File: src/rtl/smrc_pkg.sv
// Package for the servo motion ramp controller: codes, table entry and word types.
// Shared by the step logic, the top level and the testbench. No dependencies.
package smrc_pkg;

   // Channel table size
   localparam int NUM_CHANNELS = 16;
   localparam int CHAN_AW      = (NUM_CHANNELS > 1) ? $clog2(NUM_CHANNELS) : 1;
   localparam int MAX_RESULTS  = 3;

   // Configuration register indexes
   localparam logic CSR_SPEED_PIVOT  = 1'b0;
   localparam logic CSR_CUTOFF_POLLS = 1'b1;

   // Configuration reset values
   localparam logic [7:0] SPEED_PIVOT_RST  = 8'd128;
   localparam logic [7:0] CUTOFF_POLLS_RST = 8'd10;

   // Pulse width scaling: ticks = offset + slope * position
   localparam logic [15:0] PW_STD_OFFSET = 16'd3600;
   localparam logic [15:0] PW_STD_SLOPE  = 16'd19;
   localparam logic [15:0] PW_EXT_OFFSET = 16'd1400;
   localparam logic [15:0] PW_EXT_SLOPE  = 16'd36;
   localparam logic [15:0] PW_RELOAD_TOP = 16'hFFFF;
   localparam logic [7:0]  POS_MAX       = 8'd255;

   typedef enum logic [1:0] {
      REQ_POLL   = 2'd0,
      REQ_MOVE   = 2'd1,
      REQ_SETPOS = 2'd2,
      REQ_PULSE  = 2'd3
   } req_kind_type;

   typedef enum logic [1:0] {
      KIND_AT_START = 2'd0,
      KIND_AT_END   = 2'd1,
      KIND_MIDWAY   = 2'd2,
      KIND_PULSE    = 2'd3
   } result_kind_type;

   typedef enum logic [1:0] {
      MS_OFF      = 2'd0,
      MS_STARTING = 2'd1,
      MS_MOVING   = 2'd2,
      MS_STOPPED  = 2'd3
   } motion_state_type;

   typedef enum logic {
      CTL_IDLE = 1'b0,
      CTL_LOOK = 1'b1
   } ctl_state_type;

   // Per-channel table entry; all-zero is the reset entry
   typedef struct packed {
      logic [7:0] cur_pos;
      logic [7:0] tgt_pos;
      logic [1:0] motion_state;
      logic [7:0] steps_per_poll;
      logic [7:0] polls_per_step;
      logic [7:0] poll_counter;
      logic [7:0] stopped_polls;
      logic [7:0] chan_start_pos;
      logic [7:0] chan_end_pos;
      logic       fl_ext;
      logic       fl_cutoff;
      logic       fl_evinv;
   } chan_entry_type;

   // Accepted request word
   typedef struct packed {
      logic [1:0] req_type;
      logic [3:0] channel;
      logic       action_on;
      logic [7:0] start_pos;
      logic [7:0] end_pos;
      logic [7:0] speed_start_to_end;
      logic [7:0] speed_end_to_start;
      logic       trigger_inverted;
      logic       event_inverted;
      logic       cutoff_enable;
      logic       extended_travel;
      logic [7:0] position;
   } req_word_type;

   // Response word
   typedef struct packed {
      logic [3:0]  out_channel;
      logic [1:0]  result_kind;
      logic        evt_polarity;
      logic        save_position;
      logic [7:0]  current_position;
      logic [15:0] pulse_reload;
      logic        pulse_enable;
      logic        last;
   } rsp_word_type;

   // Step logic status back to the top level
   typedef struct packed {
      chan_entry_type entry;
      logic           wr_en;
      logic [1:0]     count;
   } step_status_type;

endpackage

File: src/rtl/smrc_ifs.sv
// Handshake interfaces of the servo motion ramp controller: request, response, CSR.
// Depends on nothing; widths follow the fixed field widths.
interface smrc_req_if;
   logic       valid;
   logic       ready;
   logic [1:0] req_type;
   logic [3:0] channel;
   logic       action_on;
   logic [7:0] start_pos;
   logic [7:0] end_pos;
   logic [7:0] speed_start_to_end;
   logic [7:0] speed_end_to_start;
   logic       trigger_inverted;
   logic       event_inverted;
   logic       cutoff_enable;
   logic       extended_travel;
   logic [7:0] position;

   modport source (output valid, req_type, channel, action_on, start_pos, end_pos,
                   speed_start_to_end, speed_end_to_start, trigger_inverted,
                   event_inverted, cutoff_enable, extended_travel, position,
                   input ready);
   modport sink   (input valid, req_type, channel, action_on, start_pos, end_pos,
                   speed_start_to_end, speed_end_to_start, trigger_inverted,
                   event_inverted, cutoff_enable, extended_travel, position,
                   output ready);
endinterface

interface smrc_rsp_if;
   logic        valid;
   logic        ready;
   logic [3:0]  out_channel;
   logic [1:0]  result_kind;
   logic        evt_polarity;
   logic        save_position;
   logic [7:0]  current_position;
   logic [15:0] pulse_reload;
   logic        pulse_enable;
   logic        last;

   modport source (output valid, out_channel, result_kind, evt_polarity, save_position,
                   current_position, pulse_reload, pulse_enable, last,
                   input ready);
   modport sink   (input valid, out_channel, result_kind, evt_polarity, save_position,
                   current_position, pulse_reload, pulse_enable, last,
                   output ready);
endinterface

interface smrc_csr_if;
   logic       valid;
   logic       ready;
   logic       index;
   logic [7:0] data;

   modport source (output valid, index, data, input ready);
   modport sink   (input valid, index, data, output ready);
endinterface

File: src/rtl/servo_motion_ramp_controller.sv
// Servo motion ramp controller top level: channel table memory, control, response queue.
// Depends on smrc_pkg, smrc_ifs and smrc_step.
// Each request word is read from the table into a register, then modified and written back;
// its response words go into the queue register at write-back. No new word is taken before
// then, and every word waits in write-back until all earlier response words have been taken.
// Reset: synchronous; clears control, configuration and the entry valid bits (no clear pass).
module servo_motion_ramp_controller (
   input logic        clock,
   input logic        reset,
   smrc_req_if.sink   req_if,
   smrc_rsp_if.source rsp_if,
   smrc_csr_if.sink   csr_if
);
   import smrc_pkg::*;

   ctl_state_type   state_ff;
   ctl_state_type   state_in;
   logic [7:0]      speed_pivot_ff;
   logic [7:0]      cutoff_polls_ff;
   req_word_type    item_ff;
   req_word_type    item_word;
   chan_entry_type  chan_mem [NUM_CHANNELS];
   logic [NUM_CHANNELS-1:0] valid_ff;
   chan_entry_type  rd_entry_ff;
   logic            rd_valid_ff;
   chan_entry_type  cur_entry;
   step_status_type status;
   rsp_word_type    res [MAX_RESULTS];
   rsp_word_type    queue_ff [MAX_RESULTS];
   logic [1:0]      count_ff;
   logic            req_accept;
   logic            rsp_pop;
   logic            commit;
   logic            chan_ok;
   logic [CHAN_AW-1:0] rd_idx;
   logic [CHAN_AW-1:0] wr_idx;

   // Request word packing
   always_comb begin
      item_word.req_type           = req_if.req_type;
      item_word.channel            = req_if.channel;
      item_word.action_on          = req_if.action_on;
      item_word.start_pos          = req_if.start_pos;
      item_word.end_pos            = req_if.end_pos;
      item_word.speed_start_to_end = req_if.speed_start_to_end;
      item_word.speed_end_to_start = req_if.speed_end_to_start;
      item_word.trigger_inverted   = req_if.trigger_inverted;
      item_word.event_inverted     = req_if.event_inverted;
      item_word.cutoff_enable      = req_if.cutoff_enable;
      item_word.extended_travel    = req_if.extended_travel;
      item_word.position           = req_if.position;
   end

   assign req_if.ready = (state_ff == CTL_IDLE);
   assign req_accept   = req_if.valid && req_if.ready;
   assign rsp_pop      = rsp_if.valid && rsp_if.ready;
   assign commit       = (state_ff == CTL_LOOK) && (count_ff == 2'd0);
   assign rd_idx       = CHAN_AW'(req_if.channel);
   assign wr_idx       = CHAN_AW'(item_ff.channel);
   assign chan_ok      = (int'(item_ff.channel) < NUM_CHANNELS);

   // Configuration registers
   assign csr_if.ready = 1'b1;
   always_ff @(posedge clock) begin
      if (reset) begin
         speed_pivot_ff  <= SPEED_PIVOT_RST;
         cutoff_polls_ff <= CUTOFF_POLLS_RST;
      end else if (csr_if.valid) begin
         case (csr_if.index)
            CSR_SPEED_PIVOT:  speed_pivot_ff  <= csr_if.data;
            CSR_CUTOFF_POLLS: cutoff_polls_ff <= csr_if.data;
            default: ;
         endcase
      end
   end

   // Control state
   always_ff @(posedge clock) begin
      if (reset) begin
         state_ff <= CTL_IDLE;
      end else begin
         state_ff <= state_in;
      end
   end

   always_comb begin
      state_in = state_ff;
      case (state_ff)
         CTL_IDLE: if (req_accept) state_in = CTL_LOOK;
         CTL_LOOK: if (commit)     state_in = CTL_IDLE;
         default:  state_in = CTL_IDLE;
      endcase
   end

   // Request word register
   always_ff @(posedge clock) begin
      if (req_accept) begin
         item_ff <= item_word;
      end
   end

   // Channel table: read on accept, write back on commit
   always_ff @(posedge clock) begin
      if (req_accept) begin
         rd_entry_ff <= chan_mem[rd_idx];
      end
      if (commit && chan_ok && status.wr_en) begin
         chan_mem[wr_idx] <= status.entry;
      end
   end

   // Entry valid bits; an entry never written reads as zero
   always_ff @(posedge clock) begin
      if (reset) begin
         valid_ff    <= '0;
         rd_valid_ff <= 1'b0;
      end else begin
         if (req_accept) begin
            rd_valid_ff <= valid_ff[rd_idx];
         end
         if (commit && chan_ok && status.wr_en) begin
            valid_ff[wr_idx] <= 1'b1;
         end
      end
   end

   assign cur_entry = rd_valid_ff ? rd_entry_ff : '0;

   smrc_step u_step (
      .item         (item_ff),
      .ent          (cur_entry),
      .speed_pivot  (speed_pivot_ff),
      .cutoff_polls (cutoff_polls_ff),
      .status       (status),
      .res          (res)
   );

   // Response queue: loaded only when empty, drained from the head
   always_ff @(posedge clock) begin
      if (reset) begin
         count_ff <= 2'd0;
      end else if (commit) begin
         count_ff <= chan_ok ? status.count : 2'd0;
      end else if (rsp_pop) begin
         count_ff <= count_ff - 2'd1;
      end
   end

   always_ff @(posedge clock) begin
      if (commit) begin
         for (int i = 0; i < MAX_RESULTS; i++) begin
            queue_ff[i] <= res[i];
         end
      end else if (rsp_pop) begin
         for (int i = 0; i < MAX_RESULTS - 1; i++) begin
            queue_ff[i] <= queue_ff[i+1];
         end
      end
   end

   // Response port
   assign rsp_if.valid            = (count_ff != 2'd0);
   assign rsp_if.out_channel      = queue_ff[0].out_channel;
   assign rsp_if.result_kind      = queue_ff[0].result_kind;
   assign rsp_if.evt_polarity     = queue_ff[0].evt_polarity;
   assign rsp_if.save_position    = queue_ff[0].save_position;
   assign rsp_if.current_position = queue_ff[0].current_position;
   assign rsp_if.pulse_reload     = queue_ff[0].pulse_reload;
   assign rsp_if.pulse_enable     = queue_ff[0].pulse_enable;
   assign rsp_if.last             = queue_ff[0].last;

endmodule

File: src/rtl/smrc_step.sv
// Step logic: works out the new table entry and up to three response words for one
// request word. Depends on smrc_pkg.
module smrc_step (
   input  smrc_pkg::req_word_type    item,
   input  smrc_pkg::chan_entry_type  ent,
   input  logic [7:0]                speed_pivot,
   input  logic [7:0]                cutoff_polls,
   output smrc_pkg::step_status_type status,
   output smrc_pkg::rsp_word_type    res [smrc_pkg::MAX_RESULTS]
);
   import smrc_pkg::*;

   logic [7:0]   midway;
   logic [7:0]   cnt_dec;
   logic         step_tick;
   logic [8:0]   up_sum;
   logic [7:0]   up_raw;
   logic [7:0]   up_new;
   logic [7:0]   dn_raw;
   logic [7:0]   dn_new;
   logic [7:0]   cur_new;
   logic [7:0]   cnt_new;
   logic         mid_hit;
   logic         mid_on;
   logic         going_up;
   logic         going_dn;
   logic [7:0]   stop_cnt;
   logic [7:0]   speed_sel;
   logic [15:0]  pos16;
   logic [15:0]  ticks;
   logic [7:0]   move_tgt;
   chan_entry_type nxt;
   logic         wr_en;
   rsp_word_type cand [MAX_RESULTS];
   logic [MAX_RESULTS-1:0] emit;
   logic [1:0]   res_n;

   // Midway between start and end, each halved first
   assign midway    = {1'b0, ent.chan_end_pos[7:1]} + {1'b0, ent.chan_start_pos[7:1]};
   assign going_up  = ent.tgt_pos > ent.cur_pos;
   assign going_dn  = ent.tgt_pos < ent.cur_pos;
   assign cnt_dec   = ent.poll_counter - 8'd1;
   assign step_tick = (cnt_dec == 8'd0);

   // Ramp upwards, clamped to full scale and target
   assign up_sum = {1'b0, ent.cur_pos} + {1'b0, ent.steps_per_poll};
   always_comb begin
      if (ent.steps_per_poll != 8'd0) begin
         up_raw = up_sum[8] ? POS_MAX : up_sum[7:0];
      end else if (step_tick && ent.cur_pos != POS_MAX) begin
         up_raw = ent.cur_pos + 8'd1;
      end else begin
         up_raw = ent.cur_pos;
      end
      up_new = (up_raw > ent.tgt_pos) ? ent.tgt_pos : up_raw;
   end

   // Ramp downwards, clamped to zero and target
   always_comb begin
      if (ent.steps_per_poll != 8'd0) begin
         dn_raw = (ent.steps_per_poll >= ent.cur_pos) ? 8'd0
                                                      : ent.cur_pos - ent.steps_per_poll;
      end else if (step_tick && ent.cur_pos != 8'd0) begin
         dn_raw = ent.cur_pos - 8'd1;
      end else begin
         dn_raw = ent.cur_pos;
      end
      dn_new = (dn_raw < ent.tgt_pos) ? ent.tgt_pos : dn_raw;
   end

   // Position, counter and midway crossing for a moving poll
   always_comb begin
      cur_new = ent.cur_pos;
      cnt_new = ent.poll_counter;
      mid_hit = 1'b0;
      mid_on  = ent.fl_evinv;
      if (going_up) begin
         cur_new = up_new;
         mid_hit = (up_new >= midway) && (ent.cur_pos < midway);
         mid_on  = ~ent.fl_evinv;
      end else if (going_dn) begin
         cur_new = dn_new;
         mid_hit = (dn_new <= midway) && (ent.cur_pos > midway);
      end
      if ((going_up || going_dn) && ent.steps_per_poll == 8'd0) begin
         cnt_new = step_tick ? ent.polls_per_step : cnt_dec;
      end
   end

   // Stopped-poll count, saturating
   assign stop_cnt  = (ent.stopped_polls != POS_MAX) ? ent.stopped_polls + 8'd1
                                                     : ent.stopped_polls;
   assign speed_sel = item.action_on ? item.speed_start_to_end : item.speed_end_to_start;
   assign move_tgt  = (item.action_on ^ item.trigger_inverted) ? item.end_pos
                                                               : item.start_pos;

   // Pulse width in timer ticks
   assign pos16 = {8'd0, ent.cur_pos};
   assign ticks = ent.fl_ext ? PW_EXT_OFFSET + pos16 * PW_EXT_SLOPE
                             : PW_STD_OFFSET + pos16 * PW_STD_SLOPE;

   // Entry update and candidate words per request kind
   always_comb begin
      nxt   = ent;
      wr_en = 1'b0;
      emit  = '0;
      for (int i = 0; i < MAX_RESULTS; i++) begin
         cand[i] = '0;
         cand[i].out_channel = item.channel;
      end
      case (req_kind_type'(item.req_type))
         REQ_POLL: begin
            wr_en = 1'b1;
            case (motion_state_type'(ent.motion_state))
               MS_STOPPED: begin
                  nxt.stopped_polls = stop_cnt;
                  if (ent.fl_cutoff && stop_cnt >= cutoff_polls) begin
                     nxt.motion_state = MS_OFF;
                  end
               end
               MS_OFF: begin
                  wr_en = 1'b0;
               end
               default: begin
                  // Start event on the first poll after a move
                  if (ent.motion_state == MS_STARTING) begin
                     emit[0] = 1'b1;
                     cand[0].result_kind = (ent.cur_pos == ent.chan_start_pos) ?
                                           KIND_AT_START : KIND_AT_END;
                     cand[0].evt_polarity = ent.fl_evinv;
                     cand[0].current_position = ent.cur_pos;
                     nxt.motion_state = MS_MOVING;
                  end
                  nxt.cur_pos      = cur_new;
                  nxt.poll_counter = cnt_new;
                  emit[1] = mid_hit;
                  cand[1].result_kind      = KIND_MIDWAY;
                  cand[1].evt_polarity     = mid_on;
                  cand[1].current_position = cur_new;
                  // Stop event when target reached
                  if (cur_new == ent.tgt_pos) begin
                     nxt.motion_state  = MS_STOPPED;
                     nxt.stopped_polls = 8'd0;
                     emit[2] = 1'b1;
                     cand[2].result_kind = (cur_new == ent.chan_start_pos) ?
                                           KIND_AT_START : KIND_AT_END;
                     cand[2].evt_polarity     = ~ent.fl_evinv;
                     cand[2].save_position    = 1'b1;
                     cand[2].current_position = cur_new;
                  end
               end
            endcase
         end
         REQ_MOVE: begin
            wr_en              = 1'b1;
            nxt.chan_start_pos = item.start_pos;
            nxt.chan_end_pos   = item.end_pos;
            nxt.fl_evinv       = item.event_inverted;
            nxt.fl_cutoff      = item.cutoff_enable;
            nxt.fl_ext         = item.extended_travel;
            nxt.tgt_pos        = move_tgt;
            if (speed_sel > speed_pivot) begin
               nxt.steps_per_poll = speed_sel - speed_pivot;
               nxt.polls_per_step = 8'd0;
            end else begin
               nxt.polls_per_step = speed_pivot - speed_sel + 8'd1;
               nxt.poll_counter   = 8'd1;
               nxt.steps_per_poll = 8'd0;
            end
            nxt.motion_state = MS_STARTING;
         end
         REQ_SETPOS: begin
            wr_en       = 1'b1;
            nxt.cur_pos = item.position;
            nxt.tgt_pos = item.position;
         end
         REQ_PULSE: begin
            emit[0] = 1'b1;
            cand[0].result_kind      = KIND_PULSE;
            cand[0].current_position = ent.cur_pos;
            cand[0].pulse_reload     = PW_RELOAD_TOP - ticks;
            cand[0].pulse_enable     = (ent.motion_state != MS_OFF);
         end
         default: begin
            wr_en = 1'b0;
         end
      endcase
   end

   // Pack emitted words in order and mark the final one
   always_comb begin
      res_n = 2'd0;
      for (int i = 0; i < MAX_RESULTS; i++) begin
         res[i] = '0;
      end
      for (int i = 0; i < MAX_RESULTS; i++) begin
         if (emit[i]) begin
            res[res_n] = cand[i];
            res_n      = res_n + 2'd1;
         end
      end
      if (res_n != 2'd0) begin
         res[res_n - 2'd1].last = 1'b1;
      end
   end

   assign status.entry = nxt;
   assign status.wr_en = wr_en;
   assign status.count = res_n;

endmodule

File: src/flat_wrapper.sv
// flat-port wrapper written by rule: the top's interface ports become plain ports
module servo_motion_ramp_controller_flat import smrc_pkg::*;
  (clock, reset, req_if_valid, req_if_req_type, req_if_channel, req_if_action_on, req_if_start_pos, req_if_end_pos, req_if_speed_start_to_end, req_if_speed_end_to_start, req_if_trigger_inverted, req_if_event_inverted, req_if_cutoff_enable, req_if_extended_travel, req_if_position, req_if_ready, rsp_if_valid, rsp_if_out_channel, rsp_if_result_kind, rsp_if_evt_polarity, rsp_if_save_position, rsp_if_current_position, rsp_if_pulse_reload, rsp_if_pulse_enable, rsp_if_last, rsp_if_ready, csr_if_valid, csr_if_index, csr_if_data, csr_if_ready);
  smrc_req_if req_if_i ();
  smrc_rsp_if rsp_if_i ();
  smrc_csr_if csr_if_i ();
  input logic clock;
  input logic reset;
  input wire logic [$bits(req_if_i.valid)-1:0] req_if_valid;
  input wire logic [$bits(req_if_i.req_type)-1:0] req_if_req_type;
  input wire logic [$bits(req_if_i.channel)-1:0] req_if_channel;
  input wire logic [$bits(req_if_i.action_on)-1:0] req_if_action_on;
  input wire logic [$bits(req_if_i.start_pos)-1:0] req_if_start_pos;
  input wire logic [$bits(req_if_i.end_pos)-1:0] req_if_end_pos;
  input wire logic [$bits(req_if_i.speed_start_to_end)-1:0] req_if_speed_start_to_end;
  input wire logic [$bits(req_if_i.speed_end_to_start)-1:0] req_if_speed_end_to_start;
  input wire logic [$bits(req_if_i.trigger_inverted)-1:0] req_if_trigger_inverted;
  input wire logic [$bits(req_if_i.event_inverted)-1:0] req_if_event_inverted;
  input wire logic [$bits(req_if_i.cutoff_enable)-1:0] req_if_cutoff_enable;
  input wire logic [$bits(req_if_i.extended_travel)-1:0] req_if_extended_travel;
  input wire logic [$bits(req_if_i.position)-1:0] req_if_position;
  output wire logic [$bits(req_if_i.ready)-1:0] req_if_ready;
  output wire logic [$bits(rsp_if_i.valid)-1:0] rsp_if_valid;
  output wire logic [$bits(rsp_if_i.out_channel)-1:0] rsp_if_out_channel;
  output wire logic [$bits(rsp_if_i.result_kind)-1:0] rsp_if_result_kind;
  output wire logic [$bits(rsp_if_i.evt_polarity)-1:0] rsp_if_evt_polarity;
  output wire logic [$bits(rsp_if_i.save_position)-1:0] rsp_if_save_position;
  output wire logic [$bits(rsp_if_i.current_position)-1:0] rsp_if_current_position;
  output wire logic [$bits(rsp_if_i.pulse_reload)-1:0] rsp_if_pulse_reload;
  output wire logic [$bits(rsp_if_i.pulse_enable)-1:0] rsp_if_pulse_enable;
  output wire logic [$bits(rsp_if_i.last)-1:0] rsp_if_last;
  input wire logic [$bits(rsp_if_i.ready)-1:0] rsp_if_ready;
  input wire logic [$bits(csr_if_i.valid)-1:0] csr_if_valid;
  input wire logic [$bits(csr_if_i.index)-1:0] csr_if_index;
  input wire logic [$bits(csr_if_i.data)-1:0] csr_if_data;
  output wire logic [$bits(csr_if_i.ready)-1:0] csr_if_ready;
  assign req_if_i.valid = req_if_valid;
  assign req_if_i.req_type = req_if_req_type;
  assign req_if_i.channel = req_if_channel;
  assign req_if_i.action_on = req_if_action_on;
  assign req_if_i.start_pos = req_if_start_pos;
  assign req_if_i.end_pos = req_if_end_pos;
  assign req_if_i.speed_start_to_end = req_if_speed_start_to_end;
  assign req_if_i.speed_end_to_start = req_if_speed_end_to_start;
  assign req_if_i.trigger_inverted = req_if_trigger_inverted;
  assign req_if_i.event_inverted = req_if_event_inverted;
  assign req_if_i.cutoff_enable = req_if_cutoff_enable;
  assign req_if_i.extended_travel = req_if_extended_travel;
  assign req_if_i.position = req_if_position;
  assign req_if_ready = req_if_i.ready;
  assign rsp_if_valid = rsp_if_i.valid;
  assign rsp_if_out_channel = rsp_if_i.out_channel;
  assign rsp_if_result_kind = rsp_if_i.result_kind;
  assign rsp_if_evt_polarity = rsp_if_i.evt_polarity;
  assign rsp_if_save_position = rsp_if_i.save_position;
  assign rsp_if_current_position = rsp_if_i.current_position;
  assign rsp_if_pulse_reload = rsp_if_i.pulse_reload;
  assign rsp_if_pulse_enable = rsp_if_i.pulse_enable;
  assign rsp_if_last = rsp_if_i.last;
  assign rsp_if_i.ready = rsp_if_ready;
  assign csr_if_i.valid = csr_if_valid;
  assign csr_if_i.index = csr_if_index;
  assign csr_if_i.data = csr_if_data;
  assign csr_if_ready = csr_if_i.ready;
  servo_motion_ramp_controller u_core (.clock(clock), .reset(reset), .req_if(req_if_i), .rsp_if(rsp_if_i), .csr_if(csr_if_i));
endmodule
File: config.mk
export PLATFORM = sky130hd
export DESIGN_NAME = servo_motion_ramp_controller_flat
export DESIGN_NICKNAME = d
export VERILOG_FILES = /design/src/rtl/smrc_pkg.sv /design/src/rtl/smrc_ifs.sv /design/src/rtl/servo_motion_ramp_controller.sv /design/src/rtl/smrc_step.sv /design/src/flat_wrapper.sv
export SDC_FILE = /design/constraint.sdc
export NUM_CORES = 1
export LEC_CHECK = 0
export ABC_AREA = 1
export CORE_MARGIN = 1
export CORE_UTILIZATION = 50
export DETAILED_ROUTE_END_ITERATION = 6
export DONT_BUFFER_PORTS = 1
export PLACE_DENSITY_LB_ADDON = 0.2
export SYNTH_ARGS = -nofsm -noshare
export SYNTH_HDL_FRONTEND = slang
export SYNTH_HIERARCHICAL = 1
export SYNTH_SLANG_ARGS = --single-unit
File: constraint.sdc
create_clock -name clock -period 8.59 [get_ports clock]
set_input_delay 1.718 -clock clock [delete_from_list [all_inputs] [get_ports clock]]
set_output_delay 1.718 -clock clock [all_outputs]
set_load 0.03 [all_outputs]
==> results by group, run 1 <==
Outcome
  • Status: complete, but fails checks
  • Violated checks: max-slew violations

Power and ir drop
  • Pleak: 24.10 nW
  • PD cells: 231.6 nW/um2
  • Max VDD drop: 227.0 uV

Layout
  • Post-route non-filler standard cell count: 7,014
  • Layout cells sized above 1: 0.07425
  • Commonest non-fill, non-tap cell in the layout: edfxtp_1
  • Nets: 5,529
  • Most frequent cells in the layout: edfxtp_1 (1,309), nor2_1 (959), nand2_1 (678), o21ai_0 (623), inv_1 (305)
  • Area growth syn-to-layout: 9.493%

Clock network
  • Total CTS buffers: 142
  • Clock Latency Late Sink: 0.79 ns
  • CTS HTree Levels: 4
  • CTS tree: yes
  • Root buffer cell: clkbuf_16
  • Reg clk slew, reported paths: 0.06 ns
  • CTS Hold Bufs: 0
  • CTS resizes: 0
  • Post-CTS Setup Bufs: 0
  • CTS Buffer Depth: 3
  • TritonCTS Sinks: 1,345

STA
  • Max Clock Skew: 0.03281 ns
  • Fin. max-slew vios: 215
  • Relative slew slack: -0.3340
  • Fmax: 129.3 MHz
  • Tightest Pin Transition: 2.001 ns
  • RSZ-0062 raised after global routing: false
  • Final setup viols: 0
  • Minimum clock period: 7.734 ns
  • Final hold violations: 0
  • Tcrit/Tclk final: 0.9003
  • Setup TNS: 0 ns

Global routing
  • Vias in the first global route: 37,840
  • GRT overflow: 0
  • Largest net degree at the start of global routing: 555
  • Global-route wire length before repair: 247,600 um
  • Gr usage total: 0.2740
  • Initial antenna violation count: 3

Worst setup path
  • Crit Path Class: flip-flop to flip-flop
  • Crit Path Max Fanout: 33
  • Cell mode on critical path: nand2_1
  • CP arrival: 8.24 ns
  • R2r setup slk: 0.86 ns
  • Slowest Stage Delay on Critical Path: 0.63 ns
  • Critical-path top delay cell: dfxtp_4
  • CP Capture Type: flip-flop
  • Data required, critical path: 9.10 ns
  • Worst setup SP type: flip-flop

Synthesis
  • Avg Cell Area, Syn: 11.29 um2
  • Synthesized area: 60,610 um2
  • Ys Warns: 6
  • Synth Instances: 5,371

Detailed routing
  • Uppermost layer routed: met5
  • Total Wirelength: 168,900 um
  • DR WL/cell: 24.08 um
  • DRC: 0
  • DRT antenna net count: 0
  • DR iter-0 viols: 4,963
  • Metal2 WL: 78,340 um
  • Drt via density: 5.789
  • Met1 Wirelength: 72,040 um
  • Met3 wire length: 13,130 um
  • Vias after detailed routing: 40,600
  • Pre-antenna DRT Iters: 6

Flow run
  • Max Cap Viol: 0

Placement
  • Port Buffers: 0
  • Post-DP HPWL: 93,390 um
  • GPL Wtd Cong: 0.9779
  • Placed Cells: 6,759

Floorplanning
  • Rows: 127
  • I/O pin total: 102
  • Die area: 122,600 um2
  • Core area: 120,100 um2
  • Height of the die: 350.2 um
  • Die X: 350.2 um
  • Initial cell density of the core: 0.5046

Hold path
  • Min-Delay Path Class: flip-flop to flip-flop
[per-layer routing]
| metal | track usage | vias up |
|---|---|---|
| met5 | 0 | - |
| met4 | 0.09425 | 4 |
| met3 | 0.04480 | 291 |
| met2 | 0.4326 | 1631 |
| met1 | 0.3855 | 19950 |
| li1 | - | 18720 |
[power breakdown]
part	switching, mW	internal [mW]	total, mW
registers	0.114	7.49	7.61
logic	1.37	0.528	1.90
clock network	2.51	3.35	5.87
[sequential cells by signal, indices dropped and copies added (netlist names)]
name                    flops
u_core/count_ff             2
u_core/rd_entry_ff         68
u_core/queue_ff           102
u_core/cutoff_polls_ff      8
u_core/valid_ff            16
u_core/rd_valid_ff          1
u_core/wr_idx               4
u_core/chan_mem          1088
u_core/state_ff             1
u_core/speed_pivot_ff       8
u_core/item_ff             47
[final timing paths]
path,from,end,cells after the start
worst max-delay path,u_core/rd_valid_ff,u_core/queue_ff[0][5],37
worst min-delay path,u_core/count_ff[1],u_core/count_ff[1],2
worst max register to register,u_core/rd_valid_ff,u_core/queue_ff[0][5],37
worst min register to register,u_core/count_ff[1],u_core/count_ff[1],2
[per-stage QoR]
stage          instance area (um2)    util  power, mW  hold WS (ns)  setup WS (ns)
2_1_floorplan                60740       -      9.079        0.4289          2.216
3_3_place_gp                 61880  0.5151      9.565        0.4465          1.015
3_5_place_dp                 61880  0.5151      9.573        0.4528          1.058
4_1_cts                      66300  0.5519      15.41        0.4648         0.9938
5_1_grt                      66370  0.5525      15.91        0.4955         0.2398
6_report                     66370  0.5525      15.37        0.4619         0.8562
[area by class of cell]
| type | count | area, um2 |
|---|---|---|
| Fill cell | 10120 | 53760 |
| Clock inverter | 52 | 455.4 |
| Tap cell | 1612 | 2017 |
| Antenna cell | 1 | 2.502 |
| Clock buffer | 200 | 3969 |
| Timing Repair Buffer | 97 | 830.8 |
| Sequential cell | 1345 | 40030 |
| Multi-Input combinational cell | 3383 | 17820 |
| Inverter | 324 | 1241 |
[worst max-delay path: cells and delay by family (launching register included)]
family | cells | cell delay, ns
fa+ha+maj | 4 | 1.08
simple gates | 12 | 2.21
buf+inv | 5 | 1.03
compound gates | 16 | 2.44
flops | 1 | 0.63
(Power assumes the default switching activity.)
==> run 2, diff against run 1 <==
--- a/config.mk
+++ b/config.mk
@@ -5,11 +5,11 @@
 export SDC_FILE = /design/constraint.sdc
 export NUM_CORES = 1
 export LEC_CHECK = 0
-export ABC_AREA = 1
 export CORE_MARGIN = 1
 export CORE_UTILIZATION = 50
 export DETAILED_ROUTE_END_ITERATION = 6
 export DONT_BUFFER_PORTS = 1
+export GPL_TIMING_DRIVEN = 1
 export PLACE_DENSITY_LB_ADDON = 0.2
 export SYNTH_ARGS = -nofsm -noshare
 export SYNTH_HDL_FRONTEND = slang
==> constraint.sdc (replaced) <==
create_clock -name clock -period 8.59 [get_ports clock]
set_input_delay 1.718 -clock clock [delete_from_list [all_inputs] [get_ports clock]]
set_output_delay 1.718 -clock clock [all_outputs]
set_load 0.01 [all_outputs]
==> run 2 against run 1 <==
Setup slack worse by 0.32 ns. Clock power is 2% lower. First-iteration DRC count is 25% lower. Largest cell class unchanged. The run now ends clean. Non-clock buffer count is 19 higher. Area after synthesis is 2.4% lower. Register-to-register slack worse by 0.32 ns.
==> results by group, run 2 <==
Global routing
  • Global-route wire length before repair: 225,400 um (-9.0%)
  • GRT overflow: 0 (unchanged)
  • Vias in the first global route: 31,960 (-16%)
  • Largest net degree at the start of global routing: 277 (-50%)
  • Gr usage total: 0.2615 (-0.01257)
  • Initial antenna violation count: 3 (unchanged)

Flow run
  • Max Cap Viol: 0 (unchanged)

Layout
  • Max reg flops: 1,088 (unchanged)
  • Most frequent cells in the layout: edfxtp_1 (1,309), mux4_2 (343), ha_1 (158), nor2_1 (142), clkbuf_16 (140)
  • Layout cells sized above 1: 0.2247 (+0.1505)
  • Top reg by flops: u_core/chan_mem
  • Filler Cell Count: 8,779 (-13%)
  • Commonest non-fill, non-tap cell in the layout: edfxtp_1
  • Post-route non-filler standard cell count: 5,058 (-28%)
  • Nets: 3,657 (-34%)
  • Final instance area: 65,490 um2 (-1.3%)
  • Largest registers: u_core/chan_mem x1088, u_core/queue_ff x102, u_core/rd_entry_ff x68
  • Area growth syn-to-layout: 10.72%

Floorplanning
  • Rows: 125 (-1.6%)
  • I/O pin total: 102 (unchanged)
  • Die area: 119,700 um2 (-2.4%)
  • Die X: 345.9 um (-1.2%)
  • Initial cell density of the core: 0.5069 (+0.002355)
  • Height of the die: 345.9 um (-1.2%)
  • Core area: 116,700 um2 (-2.9%)

Detailed routing
  • DR WL/cell: 30.61 um (+27%)
  • DRC: 0 (unchanged)
  • Total Wirelength: 154,800 um (-8.3%)
  • DRT antenna net count: 0 (unchanged)
  • Pre-antenna DRT Iters: 6 (unchanged)
  • DR iter-0 viols: 3,703 (-25%)
  • Drt via density: 6.243 (+7.9%)
  • Vias after detailed routing: 31,580 (-22%)

STA
  • Final setup viols: 0 (unchanged)
  • WHS: 0.4523 ns (-0.009633 ns)
  • RSZ-0062 raised after global routing: false
  • Setup TNS: 0 ns (unchanged)
  • Tcrit/Tclk final: 0.9377 (+0.03734)
  • Max Clock Skew: 0.03355 ns (+0.0007409 ns)
  • Relative slew slack: 0.07135 (+0.4053)
  • Final hold violations: 0 (unchanged)
  • Fmax: 124.2 MHz (-4.0%)
  • Minimum clock period: 8.055 ns (+0.3207 ns)
  • Tightest Pin Transition: 1.393 ns (-0.6080 ns)
  • Fin. max-slew vios: 0 (-100%)

Clock network
  • Root buffer cell: clkbuf_16
  • CTS HTree Levels: 4 (unchanged)
  • TritonCTS Sinks: 1,345 (unchanged)
  • Clock Latency Late Sink: 0.77 ns (-0.02 ns)
  • Total CTS buffers: 139 (-2.1%)
  • CTS Buffer Depth: 3 (unchanged)
  • Reg clk slew, reported paths: 0.06 ns (about the same)
  • Post-CTS Setup Bufs: 0 (unchanged)
  • CTS tree: yes

Placement
  • Post-DP HPWL: 87,800 um (-6.0%)
  • Placed Cells: 4,804 (-29%)
  • Post-DP Area: 61,130 um2 (-1.2%)
  • Port Buffers: 0 (unchanged)
  • GPL Wtd Cong: 0.9586 (-2.0%)

Worst setup path
  • CP Capture Type: flip-flop
  • Worst setup SP type: flip-flop
  • Slowest Stage Delay on Critical Path: 0.64 ns (about the same)
  • Critical-path top delay cell: dfxtp_4
  • Crit Path Max Fanout: 31 (-6.1%)
  • Crit Path Class: flip-flop to flip-flop
  • Data required, critical path: 9.09 ns (about the same)
  • CP arrival: 8.56 ns (+0.32 ns)
  • Cell mode on critical path: o21ai_0

Synthesis
  • Synthesized area: 59,150 um2 (-2.4%)
  • Synth Instances: 3,352 (-38%)
  • Avg Cell Area, Syn: 17.64 um2 (+56%)
  • Ys Warns: 6 (unchanged)

Power and ir drop
  • Max VDD drop: 205.2 uV (-9.6%)
  • PD cells: 225.8 nW/um2 (-2.5%)
  • Net Sw Frac: 0.2414 (-0.01886)
  • Reg power frac: 0.506 (+0.011)
  • Overall Power: 14.79 mW (-3.8%)
  • NetSw: 3.570 mW (-11%)
  • Internal: 11.22 mW (-1.4%)
  • Clock share of power: 0.388 (+0.006)
  • Combinational power share: 0.106 (-0.018)
  • Pleak: 22.08 nW (-8.4%)

Hold path
  • Min-Delay Path Class: flip-flop to flip-flop

Outcome
  • Status: finished, final reports clean
-- run 2: changes by cell type in the layout (fill, tap and decap cells not counted), sizes merged, moves of 68 or more --
cell | previous run | this run
nor2 | 995 | 151
nand2 | 701 | 103
o21ai | 658 | 87
mux4 | 0 | 343
o211ai | 269 | 9
nand3 | 243 | 35
inv | 326 | 140
mux2 | 2 | 101
and2 | 6 | 74
-- run 2: timing repair --
item	in CTS	in global routing
hold buffers	0	0
setup endpoints to repair	0	46
gates resized for setup	0	2
-- run 2: layer usage --
layer  wire [um]  up-vias  track usage
li1            -    13460            -
met1       66520    16660       0.3740
met2       73940     1233       0.4156
met3       10370      222      0.04061
met4        3998        2      0.08154
met5           9        -            0
-- run 2: worst paths after layout --
kind / startpoint / endpoint / slack [ns] / depth (start not counted)
setup / recovery: u_core/rd_valid_ff / u_core/queue_ff[0][22] / 0.54 / 34
hold / removal: u_core/cutoff_polls_ff[4] / u_core/cutoff_polls_ff[4] / 0.45 / 2
hold reg to reg: u_core/cutoff_polls_ff[4] / u_core/cutoff_polls_ff[4] / 0.45 / 2
setup reg to reg: u_core/rd_valid_ff / u_core/queue_ff[0][22] / 0.54 / 34
-- run 2: area by class of cell --
type                       count  area [um2]  area share
timing repair buffer         116        1059     0.01616
antenna                        1       2.502  0.00003821
clock inverter                81       710.7     0.01085
inverter                     137       514.2    0.007853
clock buffer                 172        3643     0.05564
multi-input combinational   1682       17620      0.2690
tap                         1524        1907     0.02912
sequential                  1345       40030      0.6113
-- run 2: power by group through the flow --
stage	clock network (mW)	registers (mW)	logic, mW
after detailed placement	0	7.63	1.53
after CTS	5.84	7.49	1.54
after global routing	6.08	7.49	1.67
after global placement	0	7.62	1.52
final	5.73	7.49	1.57
after floorplan	0	7.58	1.12
-- run 2: worst max-delay path, delay by kind of cell, from the launching register on --
family	cells	cell delay [ns]
flops	1	0.64
simple gates	8	1.69
mux	1	0.26
buf+inv	5	0.73
compound gates	16	3.18
fa+ha+maj	4	1.27
-- run 2: through the flow --
step / worst slack, ns / util
5_1_grt: 0.07665 / 0.5613
3_3_place_gp: 0.5060 / 0.5239
3_5_place_dp: 0.4165 / 0.5239
4_1_cts: 0.3896 / 0.5612
6_report: 0.5355 / 0.5613
2_1_floorplan: 1.248 / -
